<file path="config.mk">
export PLATFORM = sky130hd
export DESIGN_NAME = green_tile_classifier
export DESIGN_NICKNAME = d
export VERILOG_FILES = /design/src/hdl/gtc_pkg.sv /design/src/hdl/gtc_front.sv /design/src/hdl/gtc_queue.sv /design/src/hdl/gtc_back.sv /design/src/hdl/green_tile_classifier.sv
export SDC_FILE = /design/constraint.sdc
export NUM_CORES = 2
export LEC_CHECK = 0
export BUFFER_PORTS_ARGS = -buffer_cell sky130_fd_sc_hd__buf_2
export CORE_AREA = 2 2 309 372
export CTS_CLUSTER_SIZE = 30
export DETAILED_ROUTE_END_ITERATION = 10
export DIE_AREA = 0 0 311 374
export SYNTH_ARGS = -nofsm -noshare
export SYNTH_HDL_FRONTEND = slang
export SYNTH_SLANG_ARGS = --single-unit
</file>
<file path="constraint.sdc">
create_clock -name clk -period 12.3 [get_ports clk]
set_input_delay 1.23 -clock clk [delete_from_list [all_inputs] [get_ports clk]]
set_output_delay 1.23 -clock clk [all_outputs]
set_load 0.01 [all_outputs]
</file>
<file path="src/hdl/gtc_pkg.sv">
`timescale 1ns / 1ps
// Shared constants, register codes and types of the green tile classifier.
package gtc_pkg;

  localparam int COLOR_W    = 8;
  localparam int S_DATA_W   = 3 * COLOR_W;
  localparam int COUNT_W    = 17;
  localparam int CLASS_W    = 2;
  localparam int PCT_W      = 7;
  localparam int HUE_W      = 8;
  localparam int NUM_W      = 17;
  localparam int DEN_W      = COLOR_W + 1;
  localparam int DIV_STAGES = HUE_W;
  localparam int PROD_W     = COUNT_W + PCT_W + 1;

  localparam int M_CLASS_LSB  = 0;
  localparam int M_GREEN_LSB  = M_CLASS_LSB + CLASS_W;
  localparam int M_PIXEL_LSB  = M_GREEN_LSB + COUNT_W;
  localparam int M_FIELDS_W   = M_PIXEL_LSB + COUNT_W;
  localparam int M_DATA_W     = ((M_FIELDS_W + 7) / 8) * 8;

  localparam int CFG_IDX_W  = 2;
  localparam int CFG_DATA_W = 8;

  localparam int unsigned MAX_TILE_PIXELS_DEF = 65536;
  localparam int unsigned TALLY_CAP           = (1 << COUNT_W) - 1;

  localparam logic [HUE_W-1:0] HUE_WRAP  = 8'd180;
  localparam logic [PCT_W-1:0] PCT_SCALE = 7'd100;

  localparam int QUEUE_DEPTH = 4;

  localparam logic [CFG_IDX_W-1:0] REG_HUE_LOW    = 2'd0;
  localparam logic [CFG_IDX_W-1:0] REG_HUE_HIGH   = 2'd1;
  localparam logic [CFG_IDX_W-1:0] REG_FIELD_PCT  = 2'd2;
  localparam logic [CFG_IDX_W-1:0] REG_EDGE_PCT   = 2'd3;

  localparam logic [HUE_W-1:0] HUE_LOW_RST   = 8'd20;
  localparam logic [HUE_W-1:0] HUE_HIGH_RST  = 8'd110;
  localparam logic [PCT_W-1:0] FIELD_PCT_RST = 7'd65;
  localparam logic [PCT_W-1:0] EDGE_PCT_RST  = 7'd50;

  localparam logic [CLASS_W-1:0] CLASS_NOT_FIELD = 2'd0;
  localparam logic [CLASS_W-1:0] CLASS_UNCERTAIN = 2'd1;
  localparam logic [CLASS_W-1:0] CLASS_FIELD     = 2'd2;

  typedef struct packed {
    logic [HUE_W-1:0] hue_low;
    logic [HUE_W-1:0] hue_high;
    logic [PCT_W-1:0] field_pct;
    logic [PCT_W-1:0] edge_pct;
  } cfg_t;

  typedef struct packed {
    logic [COUNT_W-1:0] green;
    logic [COUNT_W-1:0] pixels;
  } tile_counts_t;

endpackage

</file>
<file path="src/hdl/gtc_front.sv">
`timescale 1ns / 1ps
// Front end: pixel intake, pipelined hue divider, band test and tile tallies.
module gtc_front #(
  parameter int unsigned MAX_TILE_PIXELS = gtc_pkg::MAX_TILE_PIXELS_DEF
) (
  input  logic                         clk,
  input  logic                         rst,
  input  logic                         s_tvalid,
  output logic                         s_tready,
  input  logic [gtc_pkg::S_DATA_W-1:0] s_tdata,
  input  logic                         s_tlast,
  input  gtc_pkg::cfg_t                cfg,
  output logic                         push,
  output gtc_pkg::tile_counts_t        push_data,
  input  logic                         full
);
  import gtc_pkg::*;

  localparam int unsigned TALLY_LIM =
    (MAX_TILE_PIXELS > TALLY_CAP) ? TALLY_CAP : MAX_TILE_PIXELS;
  localparam logic [COUNT_W-1:0] TALLY_MAX = COUNT_W'(TALLY_LIM);

  logic [COLOR_W-1:0] b, g, r, mx, mn, d;
  logic signed [17:0] bs, gs, rs, ds, t_raw, t_adj, num_s;
  logic               r_max, g_max;

  logic [DIV_STAGES:0]  vld;
  logic [NUM_W-1:0]     rem       [0:DIV_STAGES];
  logic [DEN_W-1:0]     den       [0:DIV_STAGES];
  logic [HUE_W-1:0]     quo       [0:DIV_STAGES];
  logic                 last_flag [0:DIV_STAGES];

  logic                 adv, take, in_band;
  logic [HUE_W-1:0]     hue;
  logic [COUNT_W-1:0]   green_tally, pixel_tally, green_tally_next, pixel_tally_next;

  assign b = s_tdata[COLOR_W-1:0];
  assign g = s_tdata[2*COLOR_W-1:COLOR_W];
  assign r = s_tdata[3*COLOR_W-1:2*COLOR_W];

  always_comb begin
    r_max = (r >= g) && (r >= b);
    g_max = (g >= b);
    mx = r_max ? r : (g_max ? g : b);
    mn = r;
    if (g < mn) mn = g;
    if (b < mn) mn = b;
    d  = mx - mn;
    bs = signed'({10'd0, b});
    gs = signed'({10'd0, g});
    rs = signed'({10'd0, r});
    ds = signed'({10'd0, d});
    if (r_max) begin
      t_raw = 18'sd30 * (gs - bs);
    end else if (g_max) begin
      t_raw = 18'sd60 * ds + 18'sd30 * (bs - rs);
    end else begin
      t_raw = 18'sd120 * ds + 18'sd30 * (rs - gs);
    end
    t_adj = (t_raw < 0) ? t_raw + 18'sd180 * ds : t_raw;
    num_s = (t_adj <<< 1) + ds;
  end

  assign take     = vld[DIV_STAGES] && adv;
  assign adv      = !(vld[DIV_STAGES] && last_flag[DIV_STAGES] && full);
  assign s_tready = adv;

  always_ff @(posedge clk) begin
    if (rst) begin
      vld <= '0;
    end else if (adv) begin
      vld <= {vld[DIV_STAGES-1:0], s_tvalid};
    end
  end

  always_ff @(posedge clk) begin
    if (adv) begin
      rem[0]       <= num_s[NUM_W-1:0];
      den[0]       <= {d, 1'b0};
      quo[0]       <= '0;
      last_flag[0] <= s_tlast;
    end
  end

  for (genvar k = 1; k <= DIV_STAGES; k++) begin : g_div
    logic [NUM_W-1:0] dsh;
    logic             ge;
    assign dsh = NUM_W'(den[k-1]) << (DIV_STAGES - k);
    assign ge  = rem[k-1] >= dsh;
    always_ff @(posedge clk) begin
      if (adv) begin
        rem[k]       <= ge ? rem[k-1] - dsh : rem[k-1];
        quo[k]       <= quo[k-1] | (HUE_W'(ge) << (DIV_STAGES - k));
        den[k]       <= den[k-1];
        last_flag[k] <= last_flag[k-1];
      end
    end
  end

  always_comb begin
    if (den[DIV_STAGES] == '0) begin
      hue = '0;
    end else if (quo[DIV_STAGES] >= HUE_WRAP) begin
      hue = quo[DIV_STAGES] - HUE_WRAP;
    end else begin
      hue = quo[DIV_STAGES];
    end
    in_band = (hue > cfg.hue_low) && (hue < cfg.hue_high);
    pixel_tally_next = (pixel_tally < TALLY_MAX) ? pixel_tally + 1'b1 : pixel_tally;
    green_tally_next = (in_band && (green_tally < TALLY_MAX)) ?
                       green_tally + 1'b1 : green_tally;
  end

  assign push             = take && last_flag[DIV_STAGES];
  assign push_data.green  = green_tally_next;
  assign push_data.pixels = pixel_tally_next;

  always_ff @(posedge clk) begin
    if (rst) begin
      green_tally <= '0;
      pixel_tally <= '0;
    end else if (take) begin
      if (last_flag[DIV_STAGES]) begin
        green_tally <= '0;
        pixel_tally <= '0;
      end else begin
        green_tally <= green_tally_next;
        pixel_tally <= pixel_tally_next;
      end
    end
  end

endmodule

</file>
<file path="src/hdl/gtc_queue.sv">
`timescale 1ns / 1ps
// Short queue of finished tile counts between front and back.
module gtc_queue (
  input  logic                  clk,
  input  logic                  rst,
  input  logic                  push,
  input  gtc_pkg::tile_counts_t push_data,
  output logic                  full,
  input  logic                  pop,
  output gtc_pkg::tile_counts_t pop_data,
  output logic                  not_empty
);
  import gtc_pkg::*;

  localparam int PTR_W = $clog2(QUEUE_DEPTH);
  localparam int CNT_W = $clog2(QUEUE_DEPTH + 1);

  tile_counts_t       slots [0:QUEUE_DEPTH-1];
  logic [PTR_W-1:0]   wr_ptr, rd_ptr;
  logic [CNT_W-1:0]   count;
  logic               do_push, do_pop;

  assign full      = (count == CNT_W'(QUEUE_DEPTH));
  assign not_empty = (count != '0);
  assign do_push   = push && !full;
  assign do_pop    = pop && not_empty;
  assign pop_data  = slots[rd_ptr];

  always_ff @(posedge clk) begin
    if (do_push) begin
      slots[wr_ptr] <= push_data;
    end
  end

  always_ff @(posedge clk) begin
    if (rst) begin
      wr_ptr <= '0;
      rd_ptr <= '0;
      count  <= '0;
    end else begin
      if (do_push) wr_ptr <= wr_ptr + 1'b1;
      if (do_pop)  rd_ptr <= rd_ptr + 1'b1;
      case ({do_push, do_pop})
        2'b10:   count <= count + 1'b1;
        2'b01:   count <= count - 1'b1;
        default: count <= count;
      endcase
    end
  end

endmodule

</file>
<file path="src/hdl/gtc_back.sv">
`timescale 1ns / 1ps
// Back end: share thresholds by cross multiplication and the result register.
module gtc_back (
  input  logic                         clk,
  input  logic                         rst,
  input  gtc_pkg::cfg_t                cfg,
  input  logic                         q_valid,
  input  gtc_pkg::tile_counts_t        q_data,
  output logic                         q_pop,
  output logic                         m_tvalid,
  input  logic                         m_tready,
  output logic [gtc_pkg::M_DATA_W-1:0] m_tdata
);
  import gtc_pkg::*;

  logic                 s1_vld, adv_out, adv1;
  logic [PROD_W-1:0]    prod_green, prod_field, prod_edge;
  tile_counts_t         s1_counts;
  logic [CLASS_W-1:0]   cls, out_class;
  tile_counts_t         out_counts;

  assign adv_out = !m_tvalid || m_tready;
  assign adv1    = !s1_vld || adv_out;
  assign q_pop   = q_valid && adv1;

  always_ff @(posedge clk) begin
    if (rst) begin
      s1_vld   <= 1'b0;
      m_tvalid <= 1'b0;
    end else begin
      if (adv1)    s1_vld   <= q_valid;
      if (adv_out) m_tvalid <= s1_vld;
    end
  end

  always_ff @(posedge clk) begin
    if (adv1) begin
      s1_counts  <= q_data;
      prod_green <= PROD_W'(q_data.green) * PROD_W'(PCT_SCALE);
      prod_field <= (PROD_W'(cfg.field_pct) + 1'b1) * PROD_W'(q_data.pixels);
      prod_edge  <= (PROD_W'(cfg.edge_pct) + 1'b1) * PROD_W'(q_data.pixels);
    end
  end

  always_comb begin
    if (prod_green >= prod_field) begin
      cls = CLASS_FIELD;
    end else if (prod_green >= prod_edge) begin
      cls = CLASS_UNCERTAIN;
    end else begin
      cls = CLASS_NOT_FIELD;
    end
  end

  always_ff @(posedge clk) begin
    if (adv_out) begin
      out_class  <= cls;
      out_counts <= s1_counts;
    end
  end

  assign m_tdata = {(M_DATA_W - M_FIELDS_W)'(0), out_counts.pixels,
                    out_counts.green, out_class};

endmodule

</file>
<file path="src/hdl/green_tile_classifier.sv">
`timescale 1ns / 1ps
// Green tile classifier top level: config registers, front, queue and back.
// Accepts one BGR pixel per clock while the result queue has room. Each pixel
// passes an input register and an eight-stage restoring divider that forms
// its 0..179 hue, so the tally counts a pixel once it leaves the last stage;
// the tile result then passes the queue slot, a multiply stage and the
// output register. Up to four finished tiles wait in the queue while
// the result side is stalled; input stalls only when the queue is full and a
// last pixel reaches the tally. Results keep tile order.
module green_tile_classifier #(
  parameter int unsigned MAX_TILE_PIXELS = gtc_pkg::MAX_TILE_PIXELS_DEF
) (
  input  logic                           clk,
  input  logic                           rst,
  input  logic                           s_tvalid,
  output logic                           s_tready,
  input  logic [gtc_pkg::S_DATA_W-1:0]   s_tdata,   // blue, green, red
  input  logic                           s_tlast,
  output logic                           m_tvalid,
  input  logic                           m_tready,
  output logic [gtc_pkg::M_DATA_W-1:0]   m_tdata,   // tile_class, green_count, pixel_count
  input  logic                           cfg_we,
  input  logic [gtc_pkg::CFG_IDX_W-1:0]  cfg_index,
  input  logic [gtc_pkg::CFG_DATA_W-1:0] cfg_data
);
  import gtc_pkg::*;

  cfg_t         cfg;
  logic         push, full, pop, not_empty;
  tile_counts_t push_data, pop_data;

  always_ff @(posedge clk) begin
    if (rst) begin
      cfg.hue_low   <= HUE_LOW_RST;
      cfg.hue_high  <= HUE_HIGH_RST;
      cfg.field_pct <= FIELD_PCT_RST;
      cfg.edge_pct  <= EDGE_PCT_RST;
    end else if (cfg_we) begin
      case (cfg_index)
        REG_HUE_LOW:   cfg.hue_low   <= cfg_data[HUE_W-1:0];
        REG_HUE_HIGH:  cfg.hue_high  <= cfg_data[HUE_W-1:0];
        REG_FIELD_PCT: cfg.field_pct <= cfg_data[PCT_W-1:0];
        REG_EDGE_PCT:  cfg.edge_pct  <= cfg_data[PCT_W-1:0];
        default: ;
      endcase
    end
  end

  gtc_front #(
    .MAX_TILE_PIXELS(MAX_TILE_PIXELS)
  ) u_front (
    .clk       (clk),
    .rst       (rst),
    .s_tvalid  (s_tvalid),
    .s_tready  (s_tready),
    .s_tdata   (s_tdata),
    .s_tlast   (s_tlast),
    .cfg       (cfg),
    .push      (push),
    .push_data (push_data),
    .full      (full)
  );

  gtc_queue u_queue (
    .clk       (clk),
    .rst       (rst),
    .push      (push),
    .push_data (push_data),
    .full      (full),
    .pop       (pop),
    .pop_data  (pop_data),
    .not_empty (not_empty)
  );

  gtc_back u_back (
    .clk      (clk),
    .rst      (rst),
    .cfg      (cfg),
    .q_valid  (not_empty),
    .q_data   (pop_data),
    .q_pop    (pop),
    .m_tvalid (m_tvalid),
    .m_tready (m_tready),
    .m_tdata  (m_tdata)
  );

endmodule

</file>
Word level (Yosys, flattened, before mapping)
Memory sizes are Yosys's and may differ from the RTL's. A register that Yosys moved wholly into a read port is not among the register bits.
Cells that the tools add are included.
{"block": "totals", "ff_bits": 224, "ramBits": 451, "out_inout_bits": 42, "wordCells": 146, "mem_count": 5}
{"block": "op_classes", "add_sub_neg": 25, "multipliers": 9, "magnitude_cmp": 21, "eq_ne": 6, "muxes": 28, "bitwise": 8, "n_reduce_logical": 24}
{"memory": "u_front.rem", "depth": 9, "width": 17, "read_ports": 8, "rd_ports_with_merged_regs": 0, "wr": 9, "line_no": "gtc_front.sv:28", "source": "logic [NUM_W-1:0] rem [0:DIV_STAGES];"}
{"memory": "u_queue.slots", "depth": 4, "width": 34, "read_ports": 1, "rd_ports_with_merged_regs": 1, "wr": 1, "line_no": "gtc_queue.sv:18", "source": "tile_counts_t slots [0:QUEUE_DEPTH-1];"}
{"memory": "u_front.den", "depth": 9, "width": 9, "read_ports": 9, "rd_ports_with_merged_regs": 0, "wr": 9, "line_no": "gtc_front.sv:29", "source": "logic [DEN_W-1:0] den [0:DIV_STAGES];"}
{"memory": "u_front.quo", "depth": 9, "width": 8, "read_ports": 9, "rd_ports_with_merged_regs": 0, "wr": 9, "line_no": "gtc_front.sv:30", "source": "logic [HUE_W-1:0] quo [0:DIV_STAGES];"}
{"memory": "u_front.last_flag", "depth": 9, "width": 1, "read_ports": 9, "rd_ports_with_merged_regs": 0, "wr": 9, "line_no": "gtc_front.sv:31", "source": "logic last_flag [0:DIV_STAGES];"}
{"op": "17-bit two-way mux", "n": 12}
{"op": "5-bit by 18-bit multiplier with 17-bit output, first input constant", "n": 3}
{"op": "24-bit by 25-bit >= comparator with 1-bit output", "n": 2}
{"op": "25-bit by 17-bit multiplier with 25-bit output", "n": 2}
{"op": "8-bit two-way mux", "n": 6}
{"op": "18-bit adder", "n": 2}
{"op": "18-bit two-way mux", "n": 2}
{"op": "17-bit by 1-bit adder with 17-bit output, second input constant", "n": 2}
{"op": "17-bit less-than comparator, second input constant", "n": 2}
{"op": "8-bit by 8-bit subtractor with 9-bit output", "n": 3}
{"op": "8-bit >= comparator", "n": 3}
{"op": "8-bit less-than comparator", "n": 3}
{"op": "4-bit by 8-bit multiplier with 12-bit output, first input constant", "n": 2}
{"op": "17-bit by 5-bit multiplier with 22-bit output, second input constant", "n": 1}
{"op": "18-bit by 1-bit less-than comparator with 1-bit output, second input constant", "n": 1}
{"op": "17-bit by 9-bit adder with 17-bit output", "n": 1}
{"op": "17-bit by 10-bit >= comparator with 1-bit output", "n": 1}
{"op": "17-bit by 11-bit >= comparator with 1-bit output", "n": 1}
{"op": "17-bit by 12-bit >= comparator with 1-bit output", "n": 1}
{"op": "17-bit by 13-bit >= comparator with 1-bit output", "n": 1}
{"op": "17-bit by 14-bit >= comparator with 1-bit output", "n": 1}
{"op": "17-bit by 15-bit >= comparator with 1-bit output", "n": 1}
{"op": "17-bit by 16-bit >= comparator with 1-bit output", "n": 1}
{"op": "17-bit by 9-bit >= comparator with 1-bit output", "n": 1}
{"op": "41 further kinds", "n": 66}

Longest topological paths before layout
{"block": "depth", "depth_word": 12, "ltp_mapped": 58, "mapped_depth_nobuf": 55}

Modules after synthesis
From an unflattened synthesis, not the netlist that was laid out.
{"block": "hier_totals", "cells_unflattened": 4285, "area_unflattened_um2": 45610.0}
{"module": "gtc_front", "n_inst": 1, "cells_each": 2362, "area_per_inst_um2": 23004.6, "seq_area_each_um2": 7977.7}
{"module": "gtc_back", "n_inst": 1, "cells_each": 1575, "area_per_inst_um2": 15960.3, "seq_area_each_um2": 4214.0}
{"module": "gtc_queue", "n_inst": 1, "cells_each": 230, "area_per_inst_um2": 5430.2, "seq_area_each_um2": 4264.1}
{"module": "green_tile_classifier", "n_inst": 1, "cells_each": 118, "area_per_inst_um2": 1214.9, "seq_area_each_um2": 600.6}

Worst setup path after synthesis
Ideal clock, no wire load.
{"block": "synth_path", "kind": "input-to-reg", "startpoint": "input s_tdata[12] (netlist name)", "endpoint": "memory u_front.rem[0][16], data pin", "arrival_ps": 12634, "setup_slack_ps": -594, "path_stages": 55, "path_cell_list": "inv_1 ha_1 a21o_1 a21oi_1 a21boi_0 o21a_1 o21ai_1 clkbuf_1 a21oi_1 ha_1 o21a_1 o21a_1 o21a_1 o21a_1 o21ai_0 a21oi_1 clkbuf_1 a21oi_1 [... 19 more ...] a221oi_1 a21oi_1 o21a_1 a221oi_2 or3_1 buf_6 buf_8 clkbuf_1 mux2_2 inv_1 fa_1 or3_1 a2111oi_0 nor2b_1 o221a_2 o21ai_2 nor3b_2 xnor2_1"}
{"item": "start: declaration", "line_no": "green_tile_classifier.sv:17", "source": "input logic [gtc_pkg::S_DATA_W-1:0] s_tdata,"}
{"item": "end: declaration", "line_no": "gtc_front.sv:28"}

==> qor.txt <==
Status -> finished clean
Slowest CP cell -> fa_1
Commonest non-fill, non-tap cell in the layout -> inv_1
Cts hold-fix bufs -> 0
Die Ht -> 374 um
Routed len/inst -> 16.4 um
Clock root cell -> clkbuf_16
Commonest cells after routing, fill and taps aside -> inv_1, edfxtp_1, ha_1
Clock skew -> 0.0352 ns
CP Max Fanout -> 6
Yosys synthesis warning count -> 0
CP peak stage delay -> 0.55 ns
Via density -> 5.05
Port Buf Inserts -> 77
Clk Latency, worst-skew pair -> 0.66 ns
Gr usage total -> 16.9%
Layout cells sized above 1 -> 7.22%
Vias in the first global route -> 30.9k
Clk buf depth -> 3
Largest net degree at the start of global routing -> 159
Place WS -> -0.0563 ns
Design area -> 0.0490 mm^2
Final net count -> 5,145
Starting Density -> 39.7%
Min Tclk post-route -> 11.44 ns
Inst Count DP -> 5,815
Post-synth EDFFs -> 512
Fin util -> 43.6%
Asr flop ratio synth -> 0%
Worst Path Required -> 12.71 ns
Mapped Area -> 0.0447 mm^2
Post-Layout Cell Count -> 5,927
Die W -> 311 um
H-Tree Depth -> 2
Final GP Congestion -> 0.877
Layout overhead on the synthesized area -> 9.74%
Max-Cap Viols -> 0
Detailed placement HPWL -> 74,400 um
Antenna-violating nets left -> 0
Initial antenna violation count -> 3
Top FF cell, synth -> edfxtp_1
CP endpoint kind -> flop
Post-route setup slack -> 0.858 ns
Fin crit share -> 93.0%
Register area share after synthesis -> 38.2%
First-pass GRT wire length -> 159,000 um
Relative slew margins -> 22.8%
Syn Area/Cell -> 10.4 um^2
FP Rows -> 135
Worst-path clk slew -> 0.06 ns
Synth Instances -> 4,281
# DRC -> 0
Crit path arrival time -> 11.85 ns
Core area -> 0.112 mm^2
# diodes -> 0
CTS tree -> built
Fmax -> 0.0874 GHz
Setup violators final -> 0
Ports -> 82
CTS resizes -> 0
Synthesized flop and latch total -> 596
Fin. max-slew vios -> 0
RSZ-0062 raised after global routing -> no
CP Launch Type -> input port
Hold Vio Cnt, Final -> 0
TritonCTS Buffers -> 59
Congestion Overflow GR -> 0
Initial DRC Count -> 1,324
Die footprint -> 0.116 mm^2
Critical setup path kind -> input port to flop
Final WL -> 97,400 um
Detailed-route via count -> 30.0k
Post CTS Setup Buffer Count -> 0
Pre-Repair DR Iteration Count -> 5
Clock sinks -> 596
Hold Crit Class -> flop to flop
Placed Area -> 0.0470 mm^2
Library cells used by synthesis -> 94
Worst slew pin tran -> 1.15 ns
## critical path, delay by kind of cell
| kind | cells | cell delay (ns) |
|---|---|---|
| AO/OA/AOI/OAI | 29 | 5.54 |
| adder cells (fa/ha/maj) | 8 | 2.75 |
| AND/OR/NAND/NOR | 8 | 1.23 |
| buffers and inverters | 7 | 0.62 |
| XOR/XNOR | 2 | 0.29 |
| multiplexers | 1 | 0.20 |
## cell families (layout without fill, tap and decap cells)
logic type               after synthesis  in the layout  share of synthesized area (%)
flip-flops                           596            596                           38.2
buffers and inverters                735            871                           6.26
multiplexers                          80             80                           2.67
other                                  1              4                        0.00839
AND/OR/NAND/NOR                     1112           1112                           11.9
XOR/XNOR                             286            286                           5.61
AO/OA/AOI/OAI                        734            734                           10.3
adder cells (fa/ha/maj)              737            737                           25.1
## Yosys cell counts (13+ instances only)
| cell type | n | area, um^2 |
|---|---|---|
| o31ai_1 | 18 | 135 |
| mux2_2 | 14 | 158 |
| fa_1 | 264 | 5290 |
| o211ai_1 | 21 | 158 |
| nand2_1 | 325 | 1220 |
| xor2_1 | 94 | 823 |
| o21a_1 | 43 | 323 |
| a21oi_1 | 274 | 1370 |
| a22oi_1 | 13 | 97.6 |
| or3_1 | 21 | 131 |
| mux2i_1 | 36 | 360 |
| nor2_1 | 311 | 1170 |
| nand2b_1 | 79 | 494 |
| o21ai_0 | 137 | 686 |
| edfxtp_1 | 512 | 15400 |
| mux4_2 | 29 | 653 |
| dfxtp_1 | 84 | 1680 |
| nor3_1 | 50 | 250 |
| nand4_1 | 31 | 194 |
| xnor2_1 | 192 | 1680 |
| ha_1 | 472 | 5910 |
| clkbuf_1 | 75 | 282 |
| nand3_1 | 49 | 245 |
| and2_1 | 69 | 432 |
| nor2b_1 | 86 | 538 |
| buf_1 | 20 | 75.1 |
| and3_1 | 19 | 119 |
| a21o_1 | 72 | 541 |
| inv_1 | 625 | 2350 |
| o21bai_1 | 33 | 248 |
| nor4_1 | 14 | 87.6 |
| a211oi_1 | 21 | 158 |
## area by class of cell
class	count	area, um^2
clock buffer	73	1610
clock inverter	39	398
fill	10788	63500
inverter	632	2380
multi-input combinational	2953	24900
sequential	596	17100
tap	1507	1890
timing repair buffer	127	773
## layer usage
metal / vias to the layer above / global-route usage [%] / part of all wire (%)
li1: 14753 / - / -
met1: 14654 / 19.5 / 41
met2: 405 / 32.7 / 53
met3: 142 / 1.52 / 2.7
met4: 0 / 5.03 / 2.8
met5: - / 0 / 0
## final timing paths
path	start	slack, ns	cells past startpoint	to
worst max register to register	cfg[0]$_SDFFE_PP0P_	4.34	24	u_back.prod_edge[24]$_DFFE_PN_
worst min-delay path	u_front.quo[0][54]$_DFFE_PN_	0.42	0	u_front.quo[0][62]$_DFFE_PN_
worst min register to register	u_front.quo[0][54]$_DFFE_PN_	0.42	0	u_front.quo[0][62]$_DFFE_PN_
worst max-delay path	s_tdata[12]	0.86	55	u_front.rem[0][16]$_DFFE_PN_
## flip-flops by register name, indices dropped and copies added, names as in the netlist, named ones only
register	cells
u_queue.count	3
u_back.m_tdata	34
u_queue.rd_ptr	2
u_front.rem	136
u_front.green_tally	17
u_back.prod_green	19
u_front.last_flag	9
u_queue.wr_ptr	2
u_front.vld	9
cfg	30
u_back.s1_vld	1
u_front.quo	36
u_front.den	56
u_queue.slots	136
u_back.out_class	2
u_back.s1_counts	34
u_back.m_tvalid	1
u_back.prod_edge	25
u_front.pixel_tally	17
u_back.prod_field	25
## stage by stage
step                hold WS, ns  TNS [ns]
global route              0.424         0
CTS                       0.416         0
finish                    0.416         0
floorplan                 0.400         0
global placement          0.400         0
detailed placement        0.405   -0.0861
Power is left out: the tool's default activity adds up to more than one toggle a clock period on the data nets, which glitch-free logic cannot reach.
